<file path="src/rtl/core/fcmap_pkg.sv">
// shared constants, types and the arctangent table of the complex mean block
package fcmap_pkg;

    localparam int MAX_CHANNELS_DEF = 16384;
    localparam int SAMPLE_BITS      = 16;

    // mean magnitude and signed mean widths
    localparam int MEAN_W  = 17;
    localparam int SMEAN_W = MEAN_W + 1;
    // sum of squares and square root working width
    localparam int SQ_W    = 32;
    localparam int SQ_STEPS = SQ_W / 2;
    localparam int SQK_W   = $clog2(SQ_STEPS);

    // vectoring rotator
    localparam int CORDIC_STEPS = 31;
    localparam int STEP_W       = $clog2(CORDIC_STEPS);
    localparam int XY_W         = 34;
    localparam int ANGLE_W      = 37;
    localparam int NORM_LIMIT_LOG = 29;
    localparam int HALF_TURN    = 18000;
    localparam int PHASE_W      = 16;
    localparam int AMP_W        = 16;
    localparam int USED_W       = 15;
    localparam logic signed [ANGLE_W-1:0] HT_UNIT = ANGLE_W'(64'sd18000000000);

    // shared rounding divider
    localparam int DIV_N_W   = 38;
    localparam int DIV_D_W   = 21;
    localparam int DIV_CNT_W = $clog2(DIV_N_W + 1);

    // angle to whole centidegrees: floor(t / 1e6) taken as
    // ((t >> 6) * Z_RECIP) >> 43, exact for t below the clamp limit
    localparam int ZN_W       = 29;
    localparam int ZR_W       = 30;
    localparam int Z_PRE_SH   = 6;
    localparam int Z_RECIP_SH = 43;
    localparam logic [ANGLE_W-1:0] Z_HALF    = ANGLE_W'(64'd500000);
    localparam logic [ANGLE_W-1:0] Z_SAT_LIM = ANGLE_W'(64'd18001000000);
    localparam logic [ZR_W-1:0]    Z_RECIP   = ZR_W'(64'd562949954);

    // queue between front and back
    localparam int Q_DEPTH = 2;
    localparam int Q_PTR_W = $clog2(Q_DEPTH);

    typedef struct packed {
        logic               start;
        logic [DIV_N_W-1:0] num;
        logic [DIV_D_W-1:0] den;
    } t_div_req;

    typedef struct packed {
        logic               done;
        logic [DIV_N_W-1:0] quo;
    } t_div_rsp;

    typedef enum logic [3:0] {
        S_IDLE,
        S_DIV_RE,
        S_DIV_IM,
        S_SQ_RE,
        S_SQ_IM,
        S_SQ_ADD,
        S_SQRT,
        S_PH_PREP,
        S_NORM,
        S_CORDIC,
        S_Z_GO,
        S_DIV_Z,
        S_DONE
    } t_back_state;

    // atan(2^-i) in units of 1e-6 centidegree
    function automatic logic [ANGLE_W-1:0] atan_lut(input logic [STEP_W-1:0] idx);
        logic [ANGLE_W-1:0] v;
        unique case (idx)
            5'd0:  v = ANGLE_W'(64'd4500000000);
            5'd1:  v = ANGLE_W'(64'd2656505118);
            5'd2:  v = ANGLE_W'(64'd1403624347);
            5'd3:  v = ANGLE_W'(64'd712501635);
            5'd4:  v = ANGLE_W'(64'd357633437);
            5'd5:  v = ANGLE_W'(64'd178991061);
            5'd6:  v = ANGLE_W'(64'd89517371);
            5'd7:  v = ANGLE_W'(64'd44761417);
            5'd8:  v = ANGLE_W'(64'd22381050);
            5'd9:  v = ANGLE_W'(64'd11190568);
            5'd10: v = ANGLE_W'(64'd5595289);
            5'd11: v = ANGLE_W'(64'd2797645);
            5'd12: v = ANGLE_W'(64'd1398823);
            5'd13: v = ANGLE_W'(64'd699411);
            5'd14: v = ANGLE_W'(64'd349706);
            5'd15: v = ANGLE_W'(64'd174853);
            5'd16: v = ANGLE_W'(64'd87426);
            5'd17: v = ANGLE_W'(64'd43713);
            5'd18: v = ANGLE_W'(64'd21857);
            5'd19: v = ANGLE_W'(64'd10928);
            5'd20: v = ANGLE_W'(64'd5464);
            5'd21: v = ANGLE_W'(64'd2732);
            5'd22: v = ANGLE_W'(64'd1366);
            5'd23: v = ANGLE_W'(64'd683);
            5'd24: v = ANGLE_W'(64'd342);
            5'd25: v = ANGLE_W'(64'd171);
            5'd26: v = ANGLE_W'(64'd85);
            5'd27: v = ANGLE_W'(64'd43);
            5'd28: v = ANGLE_W'(64'd21);
            5'd29: v = ANGLE_W'(64'd11);
            5'd30: v = ANGLE_W'(64'd5);
            default: v = '0;
        endcase
        return v;
    endfunction

endpackage

</file>
<file path="src/rtl/core/fcmap_div.sv">
// bit-serial restoring divider with round-half-up on the quotient
module fcmap_div (
    input  logic                i_clk,
    input  logic                i_rst_n,
    input  fcmap_pkg::t_div_req i_req,
    output fcmap_pkg::t_div_rsp o_rsp
);
    import fcmap_pkg::*;

    logic                 r_busy;
    logic                 r_done;
    logic [DIV_CNT_W-1:0] r_cnt;
    logic [DIV_N_W-1:0]   r_num;
    logic [DIV_N_W-1:0]   r_quo;
    logic [DIV_D_W:0]     r_rem;
    logic [DIV_D_W-1:0]   r_den;

    logic [DIV_D_W:0]     trial;
    logic                 ge;
    logic                 round_up;

    assign trial    = {r_rem[DIV_D_W-1:0], r_num[DIV_N_W-1]};
    assign ge       = trial >= {1'b0, r_den};
    // remainder at least half the divisor rounds up
    assign round_up = {r_rem, 1'b0} >= {2'b00, r_den};

    assign o_rsp.done = r_done;
    assign o_rsp.quo  = r_quo + DIV_N_W'(round_up);

    always_ff @(posedge i_clk) begin
        if (!i_rst_n) begin
            r_busy <= 1'b0;
            r_done <= 1'b0;
            r_cnt  <= '0;
        end else begin
            r_done <= 1'b0;
            if (i_req.start) begin
                r_busy <= 1'b1;
                r_cnt  <= DIV_CNT_W'(DIV_N_W);
            end else if (r_busy) begin
                r_cnt <= r_cnt - 1'b1;
                if (r_cnt == DIV_CNT_W'(1)) begin
                    r_busy <= 1'b0;
                    r_done <= 1'b1;
                end
            end
        end
    end

    always_ff @(posedge i_clk) begin
        if (i_req.start) begin
            r_num <= i_req.num;
            r_den <= i_req.den;
            r_rem <= '0;
            r_quo <= '0;
        end else if (r_busy) begin
            r_num <= {r_num[DIV_N_W-2:0], 1'b0};
            r_quo <= {r_quo[DIV_N_W-2:0], ge};
            r_rem <= ge ? (trial - {1'b0, r_den}) : trial;
        end
    end

endmodule

</file>
<file path="src/rtl/core/fcmap_fifo.sv">
// short queue of finished vector sums between front and back
module fcmap_fifo #(
    parameter int WIDTH = 63
) (
    input  logic             i_clk,
    input  logic             i_rst_n,
    input  logic             i_push,
    input  logic [WIDTH-1:0] i_data,
    output logic             o_full,
    input  logic             i_pop,
    output logic             o_valid,
    output logic [WIDTH-1:0] o_data
);
    import fcmap_pkg::*;

    logic [WIDTH-1:0]   r_mem [Q_DEPTH];
    logic [Q_PTR_W-1:0] r_wr;
    logic [Q_PTR_W-1:0] r_rd;
    logic [Q_PTR_W:0]   r_fill;

    assign o_full  = r_fill == (Q_PTR_W + 1)'(Q_DEPTH);
    assign o_valid = r_fill != '0;
    assign o_data  = r_mem[r_rd];

    always_ff @(posedge i_clk) begin
        if (!i_rst_n) begin
            r_wr   <= '0;
            r_rd   <= '0;
            r_fill <= '0;
        end else begin
            if (i_push) begin
                r_wr <= r_wr + 1'b1;
            end
            if (i_pop) begin
                r_rd <= r_rd + 1'b1;
            end
            if (i_push && !i_pop) begin
                r_fill <= r_fill + 1'b1;
            end else if (!i_push && i_pop) begin
                r_fill <= r_fill - 1'b1;
            end
        end
    end

    always_ff @(posedge i_clk) begin
        if (i_push) begin
            r_mem[r_wr] <= i_data;
        end
    end

endmodule

</file>
<file path="src/rtl/core/fcmap_front.sv">
// input side: accumulates unflagged samples and hands off vector totals
module fcmap_front #(
    parameter int MAX_CHANNELS = 16384,
    parameter int CNT_W        = 15,
    parameter int SUM_W        = 31,
    parameter int QW           = 2 * SUM_W + CNT_W + 1
) (
    input  logic                                i_clk,
    input  logic                                i_rst_n,
    input  logic                                i_valid,
    output logic                                o_ready,
    input  logic signed [fcmap_pkg::SAMPLE_BITS-1:0] i_real,
    input  logic signed [fcmap_pkg::SAMPLE_BITS-1:0] i_imag,
    input  logic                                i_flagged,
    input  logic                                i_last,
    input  logic                                i_q_full,
    output logic                                o_q_push,
    output logic [QW-1:0]                       o_q_data
);
    import fcmap_pkg::*;

    logic signed [SUM_W-1:0] r_re_sum;
    logic signed [SUM_W-1:0] r_im_sum;
    logic [CNT_W-1:0]        r_count;
    logic                    r_ovf;

    logic signed [SUM_W-1:0] n_re_sum;
    logic signed [SUM_W-1:0] n_im_sum;
    logic [CNT_W-1:0]        n_count;
    logic                    n_ovf;
    logic                    beat;
    logic                    room;

    assign o_ready = !i_q_full;
    assign beat    = i_valid && !i_q_full;
    assign room    = r_count < CNT_W'(MAX_CHANNELS);

    always_comb begin
        n_re_sum = r_re_sum;
        n_im_sum = r_im_sum;
        n_count  = r_count;
        n_ovf    = r_ovf;
        if (!i_flagged) begin
            if (room) begin
                n_re_sum = r_re_sum + SUM_W'(i_real);
                n_im_sum = r_im_sum + SUM_W'(i_imag);
                n_count  = r_count + 1'b1;
            end else begin
                n_ovf = 1'b1;
            end
        end
    end

    assign o_q_push = beat && i_last;
    assign o_q_data = {n_ovf, n_count, n_im_sum, n_re_sum};

    always_ff @(posedge i_clk) begin
        if (!i_rst_n) begin
            r_re_sum <= '0;
            r_im_sum <= '0;
            r_count  <= '0;
            r_ovf    <= 1'b0;
        end else if (beat) begin
            if (i_last) begin
                r_re_sum <= '0;
                r_im_sum <= '0;
                r_count  <= '0;
                r_ovf    <= 1'b0;
            end else begin
                r_re_sum <= n_re_sum;
                r_im_sum <= n_im_sum;
                r_count  <= n_count;
                r_ovf    <= n_ovf;
            end
        end
    end

endmodule

</file>
<file path="src/rtl/core/fcmap_back.sv">
// result side: mean division, root of power, vectoring rotator, output register
module fcmap_back #(
    parameter int CNT_W = 15,
    parameter int SUM_W = 31,
    parameter int QW    = 2 * SUM_W + CNT_W + 1
) (
    input  logic                                 i_clk,
    input  logic                                 i_rst_n,
    input  logic                                 i_q_valid,
    input  logic [QW-1:0]                        i_q_data,
    output logic                                 o_q_pop,
    output logic                                 o_valid,
    input  logic                                 i_ready,
    output logic [fcmap_pkg::AMP_W-1:0]          o_amplitude,
    output logic signed [fcmap_pkg::PHASE_W-1:0] o_phase,
    output logic [fcmap_pkg::USED_W-1:0]         o_used_count,
    output logic                                 o_overflow
);
    import fcmap_pkg::*;

    localparam int CMP_W = (CNT_W > USED_W) ? CNT_W : USED_W;

    t_back_state r_state, n_state;
    t_div_req    div_req;
    t_div_rsp    div_rsp;

    logic signed [SUM_W-1:0]   r_re_sum, r_im_sum;
    logic [CNT_W-1:0]          r_cnt;
    logic                      r_ovf;
    logic signed [SMEAN_W-1:0] r_mr, r_mi;
    logic [SQ_W-1:0]           r_prod, r_rem, r_root;
    logic [SQK_W-1:0]          r_k;
    logic signed [XY_W-1:0]    r_x, r_y;
    logic signed [ANGLE_W-1:0] r_z;
    logic [STEP_W-1:0]         r_i;
    logic [AMP_W-1:0]          r_amp;
    logic signed [PHASE_W-1:0] r_ph;
    logic                      r_o_valid;
    logic                      r_z_sat;
    logic [ZN_W-1:0]           r_z_n;

    logic signed [SUM_W-1:0]   q_re, q_im;
    logic [CNT_W-1:0]          q_cnt;
    logic                      q_ovf;
    logic [SUM_W-1:0]          abs_q_re, abs_r_im;
    logic [ANGLE_W-1:0]        abs_z;
    logic [ANGLE_W-1:0]        z_rnd;
    logic [ZN_W+ZR_W-1:0]      z_prod;
    logic [MEAN_W-1:0]         quo_m;
    logic signed [SMEAN_W-1:0] mean_pos, mean_neg;
    logic signed [SMEAN_W-1:0] abs_mr, abs_mi;
    logic [MEAN_W-1:0]         mul_a;
    logic [2*MEAN_W-1:0]       prod_full;
    logic [SQ_W-1:0]           sq_bit, sq_trial, amp_full;
    logic signed [XY_W-1:0]    abs_x, abs_y, xs, ys;
    logic                      small_xy;
    logic [PHASE_W-1:0]        p_mag;
    logic [CMP_W-1:0]          cnt_wide;
    logic [USED_W-1:0]         cnt_sat;
    logic                      load_out;

    assign q_re  = i_q_data[SUM_W-1:0];
    assign q_im  = i_q_data[2*SUM_W-1:SUM_W];
    assign q_cnt = i_q_data[2*SUM_W+CNT_W-1:2*SUM_W];
    assign q_ovf = i_q_data[QW-1];

    assign abs_q_re = q_re[SUM_W-1] ? -q_re : q_re;
    assign abs_r_im = r_im_sum[SUM_W-1] ? -r_im_sum : r_im_sum;
    assign abs_z    = r_z[ANGLE_W-1] ? -r_z : r_z;

    assign quo_m    = div_rsp.quo[MEAN_W-1:0];
    assign mean_pos = $signed({1'b0, quo_m});
    assign mean_neg = -mean_pos;

    assign abs_mr    = r_mr[SMEAN_W-1] ? -r_mr : r_mr;
    assign abs_mi    = r_mi[SMEAN_W-1] ? -r_mi : r_mi;
    assign mul_a     = (r_state == S_SQ_RE) ? abs_mr[MEAN_W-1:0] : abs_mi[MEAN_W-1:0];
    assign prod_full = mul_a * mul_a;

    assign sq_bit   = SQ_W'(1) << (5'(SQ_W - 2) - 5'({r_k, 1'b0}));
    assign sq_trial = r_root + sq_bit;
    assign amp_full = r_root + SQ_W'(r_rem > r_root);

    assign abs_x    = r_x[XY_W-1] ? -r_x : r_x;
    assign abs_y    = r_y[XY_W-1] ? -r_y : r_y;
    assign small_xy = (abs_x < XY_W'(64'd1 << NORM_LIMIT_LOG))
                   && (abs_y < XY_W'(64'd1 << NORM_LIMIT_LOG));
    assign xs = r_x >>> r_i;
    assign ys = r_y >>> r_i;

    // angle magnitude rounded to centidegrees, reciprocal multiply on the
    // registered pre-shifted value, clamped to a half turn
    assign z_rnd  = abs_z + Z_HALF;
    assign z_prod = r_z_n * Z_RECIP;
    assign p_mag  = r_z_sat ? PHASE_W'(HALF_TURN) : z_prod[Z_RECIP_SH +: PHASE_W];

    assign cnt_wide = CMP_W'(r_cnt);
    assign cnt_sat  = (cnt_wide > CMP_W'({USED_W{1'b1}})) ? {USED_W{1'b1}}
                                                         : cnt_wide[USED_W-1:0];

    fcmap_div u_div (
        .i_clk   (i_clk),
        .i_rst_n (i_rst_n),
        .i_req   (div_req),
        .o_rsp   (div_rsp)
    );

    always_ff @(posedge i_clk) begin
        if (!i_rst_n) begin
            r_state <= S_IDLE;
        end else begin
            r_state <= n_state;
        end
    end

    always_comb begin
        n_state       = r_state;
        o_q_pop       = 1'b0;
        div_req.start = 1'b0;
        div_req.num   = '0;
        div_req.den   = '0;
        load_out      = 1'b0;
        unique case (r_state)
            S_IDLE: begin
                if (i_q_valid) begin
                    o_q_pop = 1'b1;
                    if (q_cnt == '0) begin
                        n_state = S_DONE;
                    end else begin
                        div_req.start = 1'b1;
                        div_req.num   = DIV_N_W'(abs_q_re);
                        div_req.den   = DIV_D_W'(q_cnt);
                        n_state       = S_DIV_RE;
                    end
                end
            end
            S_DIV_RE: begin
                if (div_rsp.done) begin
                    div_req.start = 1'b1;
                    div_req.num   = DIV_N_W'(abs_r_im);
                    div_req.den   = DIV_D_W'(r_cnt);
                    n_state       = S_DIV_IM;
                end
            end
            S_DIV_IM: begin
                if (div_rsp.done) begin
                    n_state = S_SQ_RE;
                end
            end
            S_SQ_RE:  n_state = S_SQ_IM;
            S_SQ_IM:  n_state = S_SQ_ADD;
            S_SQ_ADD: n_state = S_SQRT;
            S_SQRT: begin
                if (r_k == SQK_W'(SQ_STEPS - 1)) begin
                    n_state = S_PH_PREP;
                end
            end
            S_PH_PREP: n_state = (r_mi == '0) ? S_DONE : S_NORM;
            S_NORM: begin
                if (!small_xy) begin
                    n_state = S_CORDIC;
                end
            end
            S_CORDIC: begin
                if (r_i == STEP_W'(CORDIC_STEPS - 1)) begin
                    n_state = S_Z_GO;
                end
            end
            S_Z_GO:  n_state = S_DIV_Z;
            S_DIV_Z: n_state = S_DONE;
            S_DONE: begin
                if (!r_o_valid || i_ready) begin
                    load_out = 1'b1;
                    n_state  = S_IDLE;
                end
            end
            default: n_state = S_IDLE;
        endcase
    end

    always_ff @(posedge i_clk) begin
        unique case (r_state)
            S_IDLE: begin
                if (i_q_valid) begin
                    r_re_sum <= q_re;
                    r_im_sum <= q_im;
                    r_cnt    <= q_cnt;
                    r_ovf    <= q_ovf;
                    r_amp    <= '0;
                    r_ph     <= '0;
                end
            end
            S_DIV_RE: begin
                if (div_rsp.done) begin
                    r_mr <= r_re_sum[SUM_W-1] ? mean_neg : mean_pos;
                end
            end
            S_DIV_IM: begin
                if (div_rsp.done) begin
                    r_mi <= r_im_sum[SUM_W-1] ? mean_neg : mean_pos;
                end
            end
            S_SQ_RE: r_prod <= prod_full[SQ_W-1:0];
            S_SQ_IM: begin
                r_rem  <= r_prod;
                r_prod <= prod_full[SQ_W-1:0];
            end
            S_SQ_ADD: begin
                r_rem  <= r_rem + r_prod;
                r_root <= '0;
                r_k    <= '0;
            end
            S_SQRT: begin
                if (r_rem >= sq_trial) begin
                    r_rem  <= r_rem - sq_trial;
                    r_root <= (r_root >> 1) + sq_bit;
                end else begin
                    r_root <= r_root >> 1;
                end
                r_k <= r_k + 1'b1;
            end
            S_PH_PREP: begin
                r_amp <= (amp_full > SQ_W'({AMP_W{1'b1}})) ? {AMP_W{1'b1}}
                                                           : amp_full[AMP_W-1:0];
                r_i   <= '0;
                if (r_mi == '0) begin
                    r_ph <= r_mr[SMEAN_W-1] ? PHASE_W'(HALF_TURN) : '0;
                end else if (r_mr[SMEAN_W-1]) begin
                    // left half-plane: turn by a half circle first
                    r_x <= -XY_W'(r_mr);
                    r_y <= -XY_W'(r_mi);
                    r_z <= r_mi[SMEAN_W-1] ? -HT_UNIT : HT_UNIT;
                end else begin
                    r_x <= XY_W'(r_mr);
                    r_y <= XY_W'(r_mi);
                    r_z <= '0;
                end
            end
            S_NORM: begin
                if (small_xy) begin
                    r_x <= r_x <<< 1;
                    r_y <= r_y <<< 1;
                end
            end
            S_CORDIC: begin
                if (!r_y[XY_W-1]) begin
                    r_x <= r_x + ys;
                    r_y <= r_y - xs;
                    r_z <= r_z + $signed(atan_lut(r_i));
                end else begin
                    r_x <= r_x - ys;
                    r_y <= r_y + xs;
                    r_z <= r_z - $signed(atan_lut(r_i));
                end
                r_i <= r_i + 1'b1;
            end
            S_Z_GO: begin
                r_z_sat <= z_rnd >= Z_SAT_LIM;
                r_z_n   <= z_rnd[Z_PRE_SH +: ZN_W];
            end
            S_DIV_Z: begin
                r_ph <= r_z[ANGLE_W-1] ? -$signed(p_mag) : $signed(p_mag);
            end
            default: begin
            end
        endcase
    end

    // output register, frees the sequencer once the beat is loaded
    always_ff @(posedge i_clk) begin
        if (!i_rst_n) begin
            r_o_valid <= 1'b0;
        end else if (load_out) begin
            r_o_valid <= 1'b1;
        end else if (i_ready) begin
            r_o_valid <= 1'b0;
        end
    end

    always_ff @(posedge i_clk) begin
        if (load_out) begin
            o_amplitude  <= r_amp;
            o_phase      <= r_ph;
            o_used_count <= cnt_sat;
            o_overflow   <= r_ovf;
        end
    end

    assign o_valid = r_o_valid;

endmodule

</file>
<file path="src/rtl/core/flagged_complex_mean_amp_phase.sv">
// top level of the flagged complex mean amplitude and phase block
//
//  channel | dir | bus group                      | contents
//  --------+-----+--------------------------------+--------------------------------------
//  input   | in  | i_tvalid i_tready i_tdata      | one visibility sample per beat
//          |     | i_tuser i_tlast                | tuser = flag, tlast = last of vector
//  result  | out | o_tvalid o_tready o_tdata      | one beat per vector
//          |     | o_tuser                        | tuser = count overflow
//
//  samples are taken one per cycle; the front accumulator never stalls unless
//  the two-entry vector queue is full
//  each nonempty vector passes the back sequencer through two mean divisions
//  on the bit-serial divider, squaring and 16 root steps and, unless the
//  imaginary mean is zero, normalizing, 31 rotator steps and the conversion
//  of the angle to centidegrees
//  reset is synchronous, active low, and empties queue, sums and output register
//  a stalled result beat holds in the output register while the front keeps
//  accumulating the next vector
module flagged_complex_mean_amp_phase #(
    parameter int MAX_CHANNELS = fcmap_pkg::MAX_CHANNELS_DEF
) (
    input  logic        i_clk,
    input  logic        i_rst_n,
    input  logic        i_tvalid,
    output logic        i_tready,
    input  logic [31:0] i_tdata,   // sample_real[15:0], sample_imag[31:16]
    input  logic        i_tuser,   // flagged
    input  logic        i_tlast,   // last_sample
    output logic        o_tvalid,
    input  logic        o_tready,
    output logic [47:0] o_tdata,   // amplitude[15:0], phase_centideg[31:16],
                                   // used_count[46:32], zero pad [47]
    output logic        o_tuser    // overflow
);
    import fcmap_pkg::*;

    // count must reach MAX_CHANNELS itself; sums carry one sample width on top
    localparam int CNT_W = $clog2(MAX_CHANNELS + 1);
    localparam int SUM_W = SAMPLE_BITS + CNT_W;
    localparam int QW    = 2 * SUM_W + CNT_W + 1;

    logic signed [SAMPLE_BITS-1:0] s_real, s_imag;
    logic                          q_full, q_push, q_valid, q_pop;
    logic [QW-1:0]                 q_wdata, q_rdata;
    logic [AMP_W-1:0]              amp;
    logic signed [PHASE_W-1:0]     phase;
    logic [USED_W-1:0]             used;

    assign s_real = i_tdata[SAMPLE_BITS-1:0];
    assign s_imag = i_tdata[2*SAMPLE_BITS-1:SAMPLE_BITS];

    // front: accumulate sums and count, hand totals off on the last beat
    fcmap_front #(
        .MAX_CHANNELS (MAX_CHANNELS),
        .CNT_W        (CNT_W),
        .SUM_W        (SUM_W),
        .QW           (QW)
    ) u_front (
        .i_clk     (i_clk),
        .i_rst_n   (i_rst_n),
        .i_valid   (i_tvalid),
        .o_ready   (i_tready),
        .i_real    (s_real),
        .i_imag    (s_imag),
        .i_flagged (i_tuser),
        .i_last    (i_tlast),
        .i_q_full  (q_full),
        .o_q_push  (q_push),
        .o_q_data  (q_wdata)
    );

    // vector queue decouples accumulation from the slow back end
    fcmap_fifo #(
        .WIDTH (QW)
    ) u_fifo (
        .i_clk   (i_clk),
        .i_rst_n (i_rst_n),
        .i_push  (q_push),
        .i_data  (q_wdata),
        .o_full  (q_full),
        .i_pop   (q_pop),
        .o_valid (q_valid),
        .o_data  (q_rdata)
    );

    // back: rounded means, magnitude and phase
    fcmap_back #(
        .CNT_W (CNT_W),
        .SUM_W (SUM_W),
        .QW    (QW)
    ) u_back (
        .i_clk        (i_clk),
        .i_rst_n      (i_rst_n),
        .i_q_valid    (q_valid),
        .i_q_data     (q_rdata),
        .o_q_pop      (q_pop),
        .o_valid      (o_tvalid),
        .i_ready      (o_tready),
        .o_amplitude  (amp),
        .o_phase      (phase),
        .o_used_count (used),
        .o_overflow   (o_tuser)
    );

    assign o_tdata = {1'b0, used, phase, amp};

endmodule

</file>
<file path="config.mk">
export PLATFORM = sky130hd
export DESIGN_NAME = flagged_complex_mean_amp_phase
export DESIGN_NICKNAME = d
export VERILOG_FILES = /design/src/rtl/core/fcmap_pkg.sv /design/src/rtl/core/fcmap_div.sv /design/src/rtl/core/fcmap_fifo.sv /design/src/rtl/core/fcmap_front.sv /design/src/rtl/core/fcmap_back.sv /design/src/rtl/core/flagged_complex_mean_amp_phase.sv
export SDC_FILE = /design/constraint.sdc
export NUM_CORES = 2
export LEC_CHECK = 0
export ABC_AREA = 1
export BUFFER_PORTS_ARGS = -buffer_cell sky130_fd_sc_hd__buf_2
export CAP_MARGIN = 30
export CORE_MARGIN = 5
export CORE_UTILIZATION = 25
export DETAILED_ROUTE_END_ITERATION = 8
export GPL_ROUTABILITY_DRIVEN = 0
export SKIP_LAST_GASP = 1
export SYNTH_ARGS = -nofsm -noshare
export SYNTH_HDL_FRONTEND = slang
export SYNTH_SLANG_ARGS = --single-unit
</file>
<file path="constraint.sdc">
create_clock -name i_clk -period 7.7 [get_ports i_clk]
set_input_delay 1.54 -clock i_clk [delete_from_list [all_inputs] [get_ports i_clk]]
set_output_delay 1.54 -clock i_clk [all_outputs]
set_load 0.1 [all_outputs]
</file>
==> results.toml <==
[run_status]
status = "completed"

[sta]
fin_crit_sh_pct = 96.7
worstMarginPinSlew_ns = 1.02
maxClockFrequency_mhz = 134
setup_viol = 0
finClkSkew_ns = 0.0645
finalHoldViolCount = 0
final_max_slew_viol_count = 0
rsz0062_at_grt = "true"
slew_headroom_pct = 31.9
period_needed_ns = 7.44

[critical_path]
critical_path_arrival_ns = 7.92
end_kind = "flip-flop"
worstPathRequired_ns = 8.18
cp_slowest_stage_delay_ns = 0.60
cpMostUsedCell = "fa_1"
start_kind = "flip-flop"
crit_type = "flip-flop to flip-flop"
cp_max_fo = 12
cp_num_buf_inv = 5
slowest_stage = "fa_1"
crit_family = "adder cells"

[detailed_routing]
drt_wl_total_mm = 236
drtIter0Drc = 6150
firstDrtPassIters = 8
route.antenna.remaining_nets = 0
vias_per_cell = 4.64
drc_errors = 0
wl_per_cell_microns = 15.5
num_vias = 70900

[placed_design]
dpl-instance-area_sq_mm = 0.0883
hpwl_mm = 190
portBuffers = 87

[job]
cap_violations = 0

[synthesis]
ys_ff_latch = 780
yosysTopAreaCell = "edfxtp_1"
syn_area_sq_mm = 0.0824
syn_nets = 12200
yosys_warnings = 0
synth_edf_count = 612
yosysUniqueCellTypes = 79
synthCells = 10800
synth.top_cell.area_share_pct = 22.3
yosysSeqAreaShare_pct = 26.4
async_reset_ff_share_pct = 0
synthTopCellsByArea = "edfxtp_1, fa_1, ha_1"
avgSynthCellArea_sq_um = 7.62
synth_flop_cell = "edfxtp_1"

[floorplan]
core_area_sq_mm = 0.328
fp-row-count = 210
die_area_sq_mm = 0.341
ios = 89
die_w_microns = 584
die_h_microns = 584
start_util_pct = 25.1

[hold_path]
min_path_type = "flip-flop to flip-flop"

[clock_tree]
clock-sinks = 780
clk_latency_ns = 0.74
numCtsBuffers = 87
cts_root_buffer = "clkbuf_16"
clk_pin_slew_ns = 0.06
cts.path.max_buffers = 3
cts_tree = "built"
postCtsHoldBufs = 0
htreeDepth = 3

[grt]
grt_pass1_vias = 68100
grt_first_pass_wirelength_mm = 374
grt_start_max_net_pins = 77
track_usage_pct = 13.4
grt-ovfl-total = 0
grt_antenna_before_repair = 11

[cells_and_area]
final_cell_mix = "nand2_1, inv_1, nor2_1"
fillers = 35400
fin_area_sq_mm = 0.0917
drive_above_1_share_pct = 6.03
area_growth_pct = 11.3
nets = 12200
final_common_cell = "nand2_1"
-- layout make-up --
class	instances	area, sq um	share of cell area, %
antenna	1	2.50	0.00273
tap	4346	5440	5.93
sequential	780	21700	23.7
timing repair buffer	268	1850	2.02
inverter	1801	6780	7.40
multi-input combinational	7935	52900	57.7
clock inverter	47	542	0.591
clock buffer	117	2420	2.64
-- worst paths after layout --
kind / start / endpoint / slack, ns / cells past startpoint
max reg2reg: u_back.r_mi[2] / u_back.r_prod[31] / 0.26 / 29
max: u_back.r_mi[2] / u_back.r_prod[31] / 0.26 / 29
min reg2reg: u_back.r_ph[8] / u_back.o_phase[8] / 0.42 / 0
min: u_back.r_ph[8] / u_back.o_phase[8] / 0.42 / 0
-- stage by stage --
step	setup TNS [ns]	util [%]	setup slack (ns)	cells	hold slack (ns)
6_report	0	28.0	0.256	15300	0.415
3_5_place_dp	0	26.9	0.0125	15100	0.405
3_3_place_gp	0	26.9	0.153	15100	0.404
5_1_grt	-0.174	28.0	-0.100	15300	0.422
2_1_floorplan	0	-	0.630	10800	0.400
4_1_cts	0	27.8	0.0408	15300	0.415
-- what timing repair did --
action                                  in CTS  in global routing
setup buffers                                0                 29
endpoints found under the setup margin       0                 22
gates resized for setup                      0                 84
-- synth_stat cells, types with 168 or more instances --
cell and n:
nand2_1 2347, inv_1 1775, nor2_1 944, ha_1 790
a21oi_1 750, o21ai_0 646, edfxtp_1 612, nand3_1 548
fa_1 515, xor2_1 253, clkbuf_1 182, dfxtp_1 168
-- state kept, by name (all words and copies together) (netlist names), 17 cells and up, named ones only --
| name | flops |
|---|---|
| u_back.r_im_sum | 31 |
| u_back.r_mi | 18 |
| u_back.r_mr | 18 |
| u_back.r_prod | 31 |
| u_back.r_rem | 32 |
| u_back.r_root | 32 |
| u_back.r_x | 34 |
| u_back.r_y | 34 |
| u_back.r_z | 37 |
| u_back.r_z_n | 29 |
| u_back.u_div.r_num | 38 |
| u_back.u_div.r_quo | 17 |
| u_back.u_div.r_rem | 22 |
| u_fifo.r_mem | 156 |
| u_front.r_im_sum | 31 |
| u_front.r_re_sum | 31 |
-- layer usage --
metal / GRT usage [%] / up-vias / wire length, microns
met5: 0 / - / 56
met4: 2.80 / 10 / 5130
met3: 1.72 / 287 / 13500
met2: 21.7 / 1886 / 105000
met1: 19.2 / 33100 / 112000
li1: - / 35600 / -
-- cell families (layout without fill, tap and decap cells) --
logic type               Yosys count  count (layout)  synth area share, %
other                              1               2              0.00455
flip-flops                       780             780                 26.4
multiplexers                      12              12                0.146
adder cells (fa/ha/maj)         1305            1305                 24.5
AND/OR/NAND/NOR                 4297            4297                 21.9
XOR/XNOR                         385             385                 4.11
AO/OA/AOI/OAI                   1935            1935                 13.2
buffers and inverters           2092            2233                 9.78
-- worst reg2reg max path, delay by kind of cell, from the launching register on --
family | cells | cell delay, ns
xor+xnor | 2 | 0.52
compound gates | 6 | 0.90
simple gates | 9 | 1.43
buf+inv | 5 | 0.44
fa+ha+maj | 7 | 3.50
flops | 1 | 0.44
Power is left out: the tool's default activity adds up to more than one toggle a clock period on the data nets, which glitch-free logic cannot reach.
